[config.mk]
export PLATFORM = sky130hd
export DESIGN_NAME = ddrt_ram
export DESIGN_NICKNAME = d
export VERILOG_FILES = /design/src/rtl/ddrt_ram.sv
export SDC_FILE = /design/constraint.sdc
export NUM_CORES = 1
export LEC_CHECK = 0
export BUFFER_PORTS_ARGS = -buffer_cell sky130_fd_sc_hd__buf_2
export CAP_MARGIN = 20
export CELL_PAD_IN_SITES_DETAIL_PLACEMENT = 1
export CELL_PAD_IN_SITES_GLOBAL_PLACEMENT = 1
export CORE_ASPECT_RATIO = 1.1
export CORE_MARGIN = 2
export CORE_UTILIZATION = 40
export DETAILED_ROUTE_END_ITERATION = 10
export PLACE_DENSITY_LB_ADDON = 0.1
export SLEW_MARGIN = 10
export SYNTH_ARGS = -nofsm -noshare
export SYNTH_HDL_FRONTEND = slang
export SYNTH_SLANG_ARGS = --single-unit
export TNS_END_PERCENT = 100
[constraint.sdc]
create_clock -name clk -period 2.5 [get_ports clk]
set_input_delay 0.5 -clock clk [delete_from_list [all_inputs] [get_ports clk]]
set_output_delay 0.5 -clock clk [all_outputs]
set_load 0.01 [all_outputs]
[src/rtl/ddrt_ram.sv]
// generic single-port ram with registered read
module ddrt_ram #(
  parameter int Width = 8,
  parameter int Depth = 16
) (
  input  logic                     clk,
  input  logic                     we,
  input  logic [$clog2(Depth)-1:0] addr,
  input  logic [Width-1:0]         wdata,
  output logic [Width-1:0]         rdata
);
  logic [Width-1:0] mem [Depth];

  always_ff @(posedge clk) begin
    if (we) begin
      mem[addr] <= wdata;
    end
    rdata <= mem[addr];
  end
endmodule

# After elaboration in Yosys (flattened, before gate mapping)
# Memories as Yosys holds them, arrays and structs flattened. A register that Yosys moved wholly into a read port is not among the register bits.
# Index checks and enable logic that the tools add are counted.
[word_totals] ramBits=128 inputBits=14 out_inout_bits=8 reg_bits=0 wordCells=3 n_memories=1
[op_classes] n_mux=2
[mem_list] name="mem" words=16 width=8 read_ports=1 rd_clocked_by_memory_dff=1 wr=1 line_no="12" rtl="logic [Width-1:0] mem [Depth];"
[ops] op="$mux 1" count=2

# Logic depth before layout (Yosys ltp)
# Gate-level depths: netlist (run 1).
[depth] word_depth=2 ltp_mapped=5 mapped_depth_nobuf=3

# Worst setup path after synthesis (run 1)
# No wires, ideal clock.
[synth_path] kind="input to register" start="input port addr[2]" end="memory mem[0][0], enable pin" arrival_time_ps=1610 setup_slack_ps=507 setup_time_ps=383 stages=2 required_ps=2117 path_buffers=0 path_cell_list="or3b_2 -> nor3_1"
[synth_rtl] item="start, declared" line_no="8" rtl="input logic [$clog2(Depth)-1:0] addr,"
[synth_rtl] item="end, declared" line_no="12"
# Straight into the memory's write port.

==> results of run 1 <==
## final timing paths
check	from	endpoint	slack, ns
worst max-delay path	addr[0]	rdata[0]$_DFF_P_	1.00
worst min-delay path	wdata[6]	mem[7][6]$_DFFE_PP_	0.47
worst max register to register	mem[3][2]$_DFFE_PP_	rdata[2]$_DFF_P_	1.14
worst min register to register	mem[14][5]$_DFFE_PP_	rdata[5]$_DFF_P_	0.68
## routing by layer
layer	track usage	vias up	part of all wire
li1	-	1063	-
met1	0.195	1204	0.43
met2	0.277	36	0.52
met3	0.0418	14	0.029
met4	0.0741	0	0.017
met5	0	-	0
## power groups by stage
stage | Sequential (mW) | Clock [mW] | Combinational (mW)
floorplan | 2.62 | 0 | 0.131
global placement | 2.61 | 0 | 0.242
detailed placement | 2.61 | 0 | 0.248
CTS | 2.57 | 2.80 | 0.249
global route | 2.57 | 2.90 | 0.265
finish | 2.57 | 2.77 | 0.241
## stage by stage
stage               instances  worst slack [ns]
floorplan                 230             0.507
global placement          418             0.593
global route              450             0.901
finish                    450              1.00
CTS                       450              1.00
detailed placement        418             0.553
## logic make-up (layout without fill, tap and decap cells)
group | count (synthesis) | count (layout) | share of synthesized area
flops | 136 | 136 | 0.790
compound gates | 16 | 16 | 0.0237
simple gates | 35 | 35 | 0.0321
mux | 32 | 32 | 0.142
buf+inv | 11 | 74 | 0.0119
## flip-flops by register name, summed over array words and instances, names as in the netlist
name	count
mem	128
rdata	8
## cell usage after synthesis
library cell               number  share of area
sky130_fd_sc_hd__nand3_1        1        0.00099
sky130_fd_sc_hd__clkbuf_1       2         0.0015
sky130_fd_sc_hd__and2_1         1         0.0012
sky130_fd_sc_hd__nor3_1         4         0.0040
sky130_fd_sc_hd__a22oi_1       16          0.024
sky130_fd_sc_hd__clkbuf_2       1        0.00099
sky130_fd_sc_hd__buf_6          2         0.0044
sky130_fd_sc_hd__dfxtp_1        8          0.032
sky130_fd_sc_hd__or3b_2         1         0.0017
sky130_fd_sc_hd__edfxtp_1     128           0.76
sky130_fd_sc_hd__nand2b_1       2         0.0025
sky130_fd_sc_hd__buf_2          2         0.0020
sky130_fd_sc_hd__buf_1          4         0.0030
sky130_fd_sc_hd__nor2_1        13         0.0096
sky130_fd_sc_hd__nand2_1        9         0.0067
sky130_fd_sc_hd__nand3b_1       2         0.0030
sky130_fd_sc_hd__mux4_2        32           0.14
sky130_fd_sc_hd__nor2b_1        2         0.0025
## cell type report
cell class              count  area [um^2]  area share
repair buffers             42          288      0.0468
clock inverters            12          195      0.0317
well taps                 157          196      0.0319
flip-flops and latches    136         4000       0.651
clock buffers              20          467      0.0758
multi-input cells          83         1000       0.163
## critical path, stage by stage
cell and delay (ns):
sky130_fd_sc_hd__buf_2 0.11, sky130_fd_sc_hd__buf_4 0.25, sky130_fd_sc_hd__mux4_2 0.56, sky130_fd_sc_hd__a22oi_1 0.26
sky130_fd_sc_hd__nand2_1 0.10
## layout by cell type (no fill, tap or decap)
| cell | count |
|---|---|
| sky130_fd_sc_hd__mux4_2 | 32 |
| sky130_fd_sc_hd__or3b_2 | 1 |
| sky130_fd_sc_hd__nor3_1 | 4 |
| sky130_fd_sc_hd__inv_6 | 1 |
| sky130_fd_sc_hd__clkinvlp_4 | 3 |
| sky130_fd_sc_hd__edfxtp_1 | 128 |
| sky130_fd_sc_hd__bufinv_16 | 5 |
| sky130_fd_sc_hd__nand3b_1 | 2 |
| sky130_fd_sc_hd__nand3_1 | 1 |
| sky130_fd_sc_hd__buf_4 | 19 |
| sky130_fd_sc_hd__nand2_1 | 9 |
| sky130_fd_sc_hd__and2_1 | 1 |
| sky130_fd_sc_hd__buf_12 | 2 |
| sky130_fd_sc_hd__clkinv_1 | 1 |
| sky130_fd_sc_hd__nand2b_1 | 2 |
| sky130_fd_sc_hd__nor2b_1 | 2 |
| sky130_fd_sc_hd__clkinv_2 | 2 |
| sky130_fd_sc_hd__clkbuf_16 | 17 |
| sky130_fd_sc_hd__nor2_1 | 13 |
| sky130_fd_sc_hd__dfxtp_1 | 8 |
| sky130_fd_sc_hd__clkbuf_8 | 3 |
| sky130_fd_sc_hd__a22oi_1 | 16 |
| sky130_fd_sc_hd__buf_2 | 21 |
==> run summary, run 1 <==
### CTS
- 0.06 ns — CTS clock-pin slew for the worst setup and hold paths
- 0.41 ns — Clock Latency Late Sink
- 0 — hold buffer count at CTS
- 0 — Gates resized, CTS repair
- 17 — number of CTS-inserted buffers
- sky130_fd_sc_hd__clkbuf_16 — clock root cell
- 0 — setup repair bufs after CTS
- 2 — clock tree buffer depth
- 136 — clock net sink count
- built — CTS tree
- 4 — H-tree Lvls

### Power
- 905 mW/mm^2 — power density normalized to cell area
- 0.193 — switching portion of total power
- 1.07 mW — switching component of the power
- 4.50 mW — internal power
- 0.359 mV — Max IR drop VDD
- 0.460 — portion of total power attributed to sequential cells
- 0.496 — clock power share
- 0.043 — combinational group share of total power
- 5.57 mW — post-route total power
- 2.05 nW — leakage power figure

### STA
- 0 ns — Post-Route Setup TNS
- 0 — Setup-failing EPs final
- 668 MHz — maximum achievable frequency
- 0 — endpoints failing hold
- false — RSZ-0062 raised after global routing
- 0.598 — final clock period utilization by the worst path
- 0.641 ns — Worst Max-Slew Pin Slew
- 0.00641 ns — final worst clock skew
- 0.572 — relative slew slack
- 0.468 ns — worst hold slack
- 1.50 ns — post-layout minimum cycle time
- 0 — Final Slew Violations

### Worst hold path
- in -> reg — Tightest Hold Check Type
- 1 — WHS Path Cells

### Final layout
- 0.00615 mm^2 — summed area of non-filler cells in the final layout
- 0.493 — final core utilization
- 294 — Net count, final
- 21.4% — synthesis-to-layout area growth
- 0 — n_diodes
- 1147 — FILL cells
- 0.362 — fraction of final layout cells with drive strength greater than 1

### Synthesis
- 244 — Net Count, Synth
- 0.00507 mm^2 — cell area after technology mapping
- 18 — number of library cell types mapped by synthesis
- 136 — register bit count reported by yosys
- 22.0 um^2 — syn_area_per_cell
- 0.790 — portion of the post-synthesis area used by sequential elements
- 230 — cell count after synthesis
- 0 — synth warn

### Setup path
- 13 — CP Max Fanout
- in -> reg — category of the critical setup timing path
- 1.79 ns — critical path data arrival time
- flip-flop — critical path endpoint category
- 2.80 ns — worst path required time
- primary input — CP startpoint kind
- 3 — logic depth of the worst register-to-register path

### Drt
- 22.1 um — routed length per instance
- 0 — DRT antenna net count
- 5.15 — number of vias per cell
- 2317 — total vias in the final route
- 0 — number of design rule violations left after detail routing
- 4 — First-pass DRT Iterations
- 9960 um — sum of routed wire length over all layers
- 106 — detailed router's first-iteration violation count

### Flow run
- 0 — max-cap check violation count

### Floorplanning
- 0.0136 mm^2 — die area
- 122 um — Die H
- 0.0125 mm^2 — core area
- 43 — row count
- 22 — number of top-level design ports
- 0.406 — starting density of the core
- 111 um — horizontal die dimension

### Global route
- 0 — global-route congestion overflow total
- 15700 um — global-route wire length before repair
- 0 — initial antenna violation count
- 2648 — vias in the first global route
- 0.162 — total global-route track usage
- 40 — pin count of the biggest net entering global routing

### Placed design
- 0.00549 mm^2 — placed instance area
- 6570 um — detailed placer's ending HPWL
- 21 — number of input and output port buffers inserted
- 0.676 — final estimated routing congestion in global placement

### Outcome
- finished, final reports clean — run status

No activity file was read; power rests on OpenSTA's default activity.
==> run 2, diff against run 1 <==
Clock period 2.5 ns to 1.35 ns, I/O delays scaled along.
==> run 2 against run 1 <==
Clock-buffer cell count decreased by 3. Sequential cell count unchanged. Cell count increased by 3.8%. Global-route usage increased by 1.5 points. Hold slack got worse by 0.21 ns. First-iteration DRC count decreased by 2.8%. Combinational power increased by 140%. Wire length increased by 9.3%. Critical path depth decreased by 2. Sequential power increased by 85%. Die area unchanged. Core utilization increased by 3.1 points.
==> run summary, run 2 (synthesis gave the netlist of run 1 again) <==
### Worst hold path
- 1 — WHS Path Cells, unchanged
- in -> reg — Tightest Hold Check Type, unchanged
- wdata[7] — hold wc startpoint, was wdata[6]

### Final layout
- 313 — Net count, final, was 294
- 0.471 — fraction of final layout cells with drive strength greater than 1, was 0.362
- 0 — n_diodes, unchanged
- 0.00400 mm^2 — area taken by flip-flops and latches, unchanged
- 128 — flip-flop count of the largest register after layout, unchanged
- 467 — final std cells w/o fill, was 450
- 29.0% — synthesis-to-layout area growth, was 21.4%
- 0.524 — final core utilization, was 0.493
- 1130 — FILL cells, was 1147
- 0.00116 mm^2 — multi-input combinational cell area, was 0.00100 mm^2
- sky130_fd_sc_hd__edfxtp_1 (128), sky130_fd_sc_hd__mux4_2 (32), sky130_fd_sc_hd__buf_4 (25) — commonest non-fill, non-tap cells in the layout, was sky130_fd_sc_hd__edfxtp_1 (128), sky130_fd_sc_hd__mux4_2 (32), sky130_fd_sc_hd__buf_2 (21)
- sky130_fd_sc_hd__edfxtp_1 — most common library cell in the layout ignoring fill and taps, unchanged
- mem: 128 flops, rdata: 8 flops — Largest regs, unchanged
- mem — largest register by flop count, unchanged

### STA
- 0 — endpoints failing hold, unchanged
- false — RSZ-0062 raised after global routing, unchanged
- 0.948 ns — Worst Max-Slew Pin Slew, was 0.641 ns
- 0.968 — final clock period utilization by the worst path
- 0 — Setup-failing EPs final, unchanged
- 765 MHz — maximum achievable frequency
- 1.31 ns — post-layout minimum cycle time
- 0.258 ns — worst hold slack, was 0.468 ns
- 0 — Final Slew Violations, unchanged
- 0.0427 ns — setup slack of the critical path after layout, was 1.00 ns
- 0.367 — relative slew slack, was 0.572
- 0.00822 ns — final worst clock skew, was 0.00641 ns

### CTS
- 0 — hold buffer count at CTS, unchanged
- 136 — clock net sink count, unchanged
- 0.40 ns — Clock Latency Late Sink, was 0.41 ns
- 2 — clock tree buffer depth, unchanged
- 4 — H-tree Lvls, unchanged
- 17 — number of CTS-inserted buffers, unchanged
- 0.06 ns — CTS clock-pin slew for the worst setup and hold paths, about the same
- 0 — setup repair bufs after CTS, unchanged
- built — CTS tree, unchanged
- sky130_fd_sc_hd__clkbuf_16 — clock root cell, unchanged

### Global route
- 16800 um — global-route wire length before repair, was 15700 um
- 0.177 — total global-route track usage, was 0.162
- 18 — pin count of the biggest net entering global routing, was 40
- 2607 — vias in the first global route, was 2648
- 0 — global-route congestion overflow total, unchanged
- 0 — initial antenna violation count, unchanged

### Outcome
- finished, final reports clean — run status, unchanged

### Power
- 0.482 — portion of total power attributed to sequential cells, was 0.460
- 2.01 mW — switching component of the power, was 1.07 mW
- 1510 mW/mm^2 — power density normalized to cell area, was 905 mW/mm^2
- 7.85 mW — internal power, was 4.50 mW
- 0.460 — clock power share, was 0.496
- 2.17 nW — leakage power figure, was 2.05 nW
- 0.058 — combinational group share of total power, was 0.043
- 0.204 — switching portion of total power, was 0.193
- 9.86 mW — post-route total power, was 5.57 mW
- 0.842 mV — Max IR drop VDD, was 0.359 mV

### Drt
- 4 — First-pass DRT Iterations, unchanged
- 23.3 um — routed length per instance, was 22.1 um
- 103 — detailed router's first-iteration violation count, was 106
- 5.27 — number of vias per cell, was 5.15
- 10900 um — sum of routed wire length over all layers, was 9960 um
- 0 — DRT antenna net count, unchanged
- 0 — number of design rule violations left after detail routing, unchanged
- 2459 — total vias in the final route, was 2317

### Setup path
- flip-flop — CP startpoint kind, was primary input
- 1.63 ns — worst path required time, was 2.80 ns
- mem[10][3]$_DFFE_PP_ — launching point of the worst reg2reg path, was mem[3][2]$_DFFE_PP_
- mem[10][3]$_DFFE_PP_ — startpoint of the worst setup timing path, was addr[0]
- 3 — logic depth of the worst register-to-register path, unchanged
- reg -> reg — category of the critical setup timing path, was in -> reg
- 1 — CP Max Fanout, was 13
- 1.59 ns — critical path data arrival time, was 1.79 ns
- flip-flop — critical path endpoint category, unchanged

### Placed design
- 7200 um — detailed placer's ending HPWL, was 6570 um
- -0.445 ns — Setup WS pre-CTS, was 0.553 ns
- 21 — number of input and output port buffers inserted, unchanged
- 0.729 — final estimated routing congestion in global placement, was 0.676
- 437 — number of placed instances with taps included, was 418

### Floorplanning
- 0.0136 mm^2 — die area, unchanged
- 22 — number of top-level design ports, unchanged
- 122 um — Die H, unchanged
- 0.0125 mm^2 — core area, unchanged
- 43 — row count, unchanged
- 0.406 — starting density of the core, unchanged
- 111 um — horizontal die dimension, unchanged

### Flow run
- 0 — max-cap check violation count, unchanged

run 2: changes by cell type in the layout (fill, tap and decap cells not counted), sizes merged:
cell	previous run	this run
buf	42	61
clkbuf	20	17
clkinv	3	6
bufinv	5	3
run 2: worst max-delay path: stages, from the launching register on:
cell and delay [ns]:
sky130_fd_sc_hd__edfxtp_1 0.37, sky130_fd_sc_hd__mux4_2 0.48, sky130_fd_sc_hd__a22oi_2 0.25, sky130_fd_sc_hd__nand2_1 0.09
run 2: final timing paths:
check / slack, ns / endpoint
setup / recovery: 0.04 / rdata[3]$_DFF_P_
hold / removal: 0.26 / mem[4][7]$_DFFE_PP_
setup reg to reg: 0.04 / rdata[3]$_DFF_P_
hold reg to reg: 0.68 / rdata[2]$_DFF_P_
run 2: metal layers:
layer	track usage	vias to the layer above	share of wire
li1	-	1106	-
met1	0.236	1303	0.45
met2	0.288	45	0.51
met3	0.0423	5	0.033
met4	0.0602	0	0.0058
met5	0	-	0
run 2: power by group through the flow:
stage	registers [mW]	clock network, mW	logic, mW
finish	4.75	4.54	0.570
global route	4.76	4.81	0.619
CTS	4.75	4.66	0.580
detailed placement	4.84	0	0.567
global placement	4.84	0	0.559
floorplan	4.84	0	0.286
run 2: stage by stage:
step                      TNS, ns  area (um^2)
after floorplan             -1.67         5230
after global placement     -22.49         5930
after detailed placement   -24.02         5930
after CTS                       0         6530
after global routing            0         6540
final                           0         6540
run 2: what timing repair did:
action / in CTS / in global routing
pin swaps: 0 / 2
resized for setup: 3 / 2
endpoints found under the setup margin: 3 / 4
run 2: area by class of cell:
type                       count  share of cell area
sequential                   136               0.613
multi-input combinational     83               0.177
timing repair buffer          61              0.0908
clock buffer                  17              0.0651
tap                          157              0.0301
clock inverter                13              0.0239
==> run 3, diff against run 2 <==
--- a/config.mk
+++ b/config.mk
@@ -16,2 +16,3 @@
 export PLACE_DENSITY_LB_ADDON = 0.1
+export RECOVER_POWER = 25
 export SLEW_MARGIN = 10
==> constraint.sdc (replaced) <==
create_clock -name clk -period 1.35 [get_ports clk]
set_input_delay 0.135 -clock clk [delete_from_list [all_inputs] [get_ports clk]]
set_output_delay 0.135 -clock clk [all_outputs]
set_load 0.01 [all_outputs]
==> run 3 against run 2 <==
Sequential share of layout area up 1.7 points. Sequential cell count unchanged. Core utilization down 1.4 points. Maximum frequency up 0.62%. Clock skew down 0.0016 ns. Worst setup slack better by 0.0080 ns. First-iteration DRC count up 22%. Register-to-register slack about the same. Power down 0.27%. Via count up 1.3%. Critical path type unchanged. Highest routed layer unchanged.
==> run summary, run 3 (synthesis gave the netlist of run 1 again) <==
### Final layout
- 0.510 — final core utilization, was 0.524
- 0.437 — fraction of final layout cells with drive strength greater than 1, was 0.471
- sky130_fd_sc_hd__edfxtp_1 (128), sky130_fd_sc_hd__buf_4 (37), sky130_fd_sc_hd__mux4_2 (32) — commonest non-fill, non-tap cells in the layout, was sky130_fd_sc_hd__edfxtp_1 (128), sky130_fd_sc_hd__mux4_2 (32), sky130_fd_sc_hd__buf_4 (25)
- 0 — n_diodes, unchanged
- mem: 128 flops, rdata: 8 flops — Largest regs, unchanged
- mem — largest register by flop count, unchanged
- 317 — Net count, final, was 313
- sky130_fd_sc_hd__edfxtp_1 — most common library cell in the layout ignoring fill and taps, unchanged
- 0.00636 mm^2 — summed area of non-filler cells in the final layout, was 0.00654 mm^2
- 25.5% — synthesis-to-layout area growth, was 29.0%
- 128 — flip-flop count of the largest register after layout, unchanged

### CTS
- 136 — clock net sink count, unchanged
- 0 — hold buffer count at CTS, unchanged
- 0 — setup repair bufs after CTS, unchanged
- 2 — clock tree buffer depth, unchanged
- 0.06 ns — CTS clock-pin slew for the worst setup and hold paths, about the same
- 0.42 ns — Clock Latency Late Sink, was 0.40 ns
- sky130_fd_sc_hd__clkbuf_16 — clock root cell, unchanged
- 4 — H-tree Lvls, unchanged
- built — CTS tree, unchanged
- 17 — number of CTS-inserted buffers, unchanged

### STA
- false — RSZ-0062 raised after global routing, unchanged
- 0.492 — relative slew slack, was 0.367
- 0 ns — Post-Route Setup TNS, unchanged
- 0 — endpoints failing hold, unchanged
- 0 — Setup-failing EPs final, unchanged
- 0.962 — final clock period utilization by the worst path, was 0.968
- 770 MHz — maximum achievable frequency, was 765 MHz
- 0 — Final Slew Violations, unchanged
- 0.760 ns — Worst Max-Slew Pin Slew, was 0.948 ns
- 1.30 ns — post-layout minimum cycle time, was 1.31 ns
- 0.00664 ns — final worst clock skew, was 0.00822 ns

### Global route
- 0 — initial antenna violation count, unchanged
- 26 — pin count of the biggest net entering global routing, was 18
- 0.178 — total global-route track usage, was 0.177
- 16800 um — global-route wire length before repair, about the same
- 0 — global-route congestion overflow total, unchanged
- 2714 — vias in the first global route, was 2607

### Setup path
- reg -> reg — category of the critical setup timing path, unchanged
- 1.65 ns — worst path required time, was 1.63 ns
- flip-flop — CP startpoint kind, unchanged
- 0 — buffer and inverter count on the worst path, unchanged
- 0.47 ns — slowest stage delay, CP, was 0.48 ns
- 1.60 ns — critical path data arrival time, was 1.59 ns
- sky130_fd_sc_hd__mux4_2 — standard cell with the maximum stage delay on the critical path, unchanged
- mux4_2 -> a22oi_2 -> nand2_1 — Cell Chain, Critical Path, unchanged
- multiplexers — kind of cell with the highest combined delay on the critical path, unchanged
- 1 — CP Max Fanout, unchanged
- flip-flop — critical path endpoint category, unchanged

### Drt
- 4820 um — routed metal-1 wirelength, was 4880 um
- 10900 um — sum of routed wire length over all layers, about the same
- 126 — detailed router's first-iteration violation count, was 103
- met4 — highest metal layer used by the detailed router, unchanged
- 0 — number of design rule violations left after detail routing, unchanged
- 0 — DRT antenna net count, unchanged
- 5530 um — DR WL met2, was 5590 um
- 23.0 um — routed length per instance, was 23.3 um
- 313 um — Met3 Wirelength, was 364 um
- 4 — First-pass DRT Iterations, unchanged
- 2490 — total vias in the final route, was 2459
- 5.26 — number of vias per cell, was 5.27

### Floorplanning
- 0.406 — starting density of the core, unchanged
- 122 um — Die H, unchanged
- 111 um — horizontal die dimension, unchanged
- 22 — number of top-level design ports, unchanged
- 0.0125 mm^2 — core area, unchanged
- 43 — row count, unchanged
- 0.0136 mm^2 — die area, unchanged

### Power
- 0.204 — switching portion of total power, about the same
- 0.998 mV — Max IR drop VDD, was 0.842 mV
- 2.00 mW — switching component of the power, was 2.01 mW
- 1550 mW/mm^2 — power density normalized to cell area, was 1510 mW/mm^2
- 0.483 — portion of total power attributed to sequential cells, was 0.482
- 0.053 — combinational group share of total power, was 0.058
- 2.14 nW — leakage power figure, was 2.17 nW
- 0.464 — clock power share, was 0.460
- 7.83 mW — internal power, was 7.85 mW

### Placed design
- 0.00576 mm^2 — placed instance area, was 0.00593 mm^2
- 21 — number of input and output port buffers inserted, unchanged
- 7400 um — detailed placer's ending HPWL, was 7200 um
- 0.742 — final estimated routing congestion in global placement, was 0.729

### Worst hold path
- in -> reg — Tightest Hold Check Type, unchanged

### Outcome
- finished, final reports clean — run status, unchanged

### Flow run
- 0 — max-cap check violation count, unchanged

-- run 3: area by class of cell --
cell class | count | area [um^2]
multi-input combinational | 83 | 1060
timing repair buffer | 65 | 515
fill | 1135 | 6120
clock inverter | 14 | 158
tap | 157 | 196
sequential | 136 | 4000
clock buffer | 18 | 429
-- run 3: worst paths after layout --
kind,from,end,slack (ns),cells past startpoint
min,wdata[7],mem[10][7]$_DFFE_PP_,0.12,1
max reg2reg,mem[1][1]$_DFFE_PP_,rdata[1]$_DFF_P_,0.05,3
max,mem[1][1]$_DFFE_PP_,rdata[1]$_DFF_P_,0.05,3
min reg2reg,mem[12][6]$_DFFE_PP_,rdata[6]$_DFF_P_,0.68,3
-- run 3: layer usage --
layer | GRT usage | up-vias
li1 | - | 1108
met1 | 0.226 | 1329
met2 | 0.292 | 39
met3 | 0.0438 | 14
met4 | 0.0810 | 0
met5 | 0 | -
-- run 3: metrics by stage --
stage          worst slack [ns]  hold WS [ns]  instances  power, mW
3_3_place_gp             -0.220         0.527        441       5.35
3_5_place_dp             -0.267         0.533        441       5.37
4_1_cts                  0.0114        0.0894        473       9.96
6_report                 0.0507         0.121        473       9.83
2_1_floorplan            -0.172         0.234        230       5.09
5_1_grt                 0.00826         0.136        473       10.2
-- run 3: what timing repair did --
item | 4_1_cts | 5_1_grt
resized for setup | 3 | 1
endpoints found under the setup margin | 3 | 4
pin swaps | 0 | 3
-- run 3: power by group through the flow --
stage / clock network [mW] / registers (mW) / logic, mW
after floorplan: 0 / 4.84 / 0.251
after global placement: 0 / 4.83 / 0.513
after detailed placement: 0 / 4.84 / 0.529
after CTS: 4.67 / 4.75 / 0.537
after global routing: 4.82 / 4.76 / 0.572
final: 4.56 / 4.75 / 0.522
-- run 3: worst register-to-register path, cell delays in order (launching register included) --
cell                       delay, ns
sky130_fd_sc_hd__edfxtp_1       0.38
sky130_fd_sc_hd__mux4_2         0.47
sky130_fd_sc_hd__a22oi_2        0.24
sky130_fd_sc_hd__nand2_1        0.09
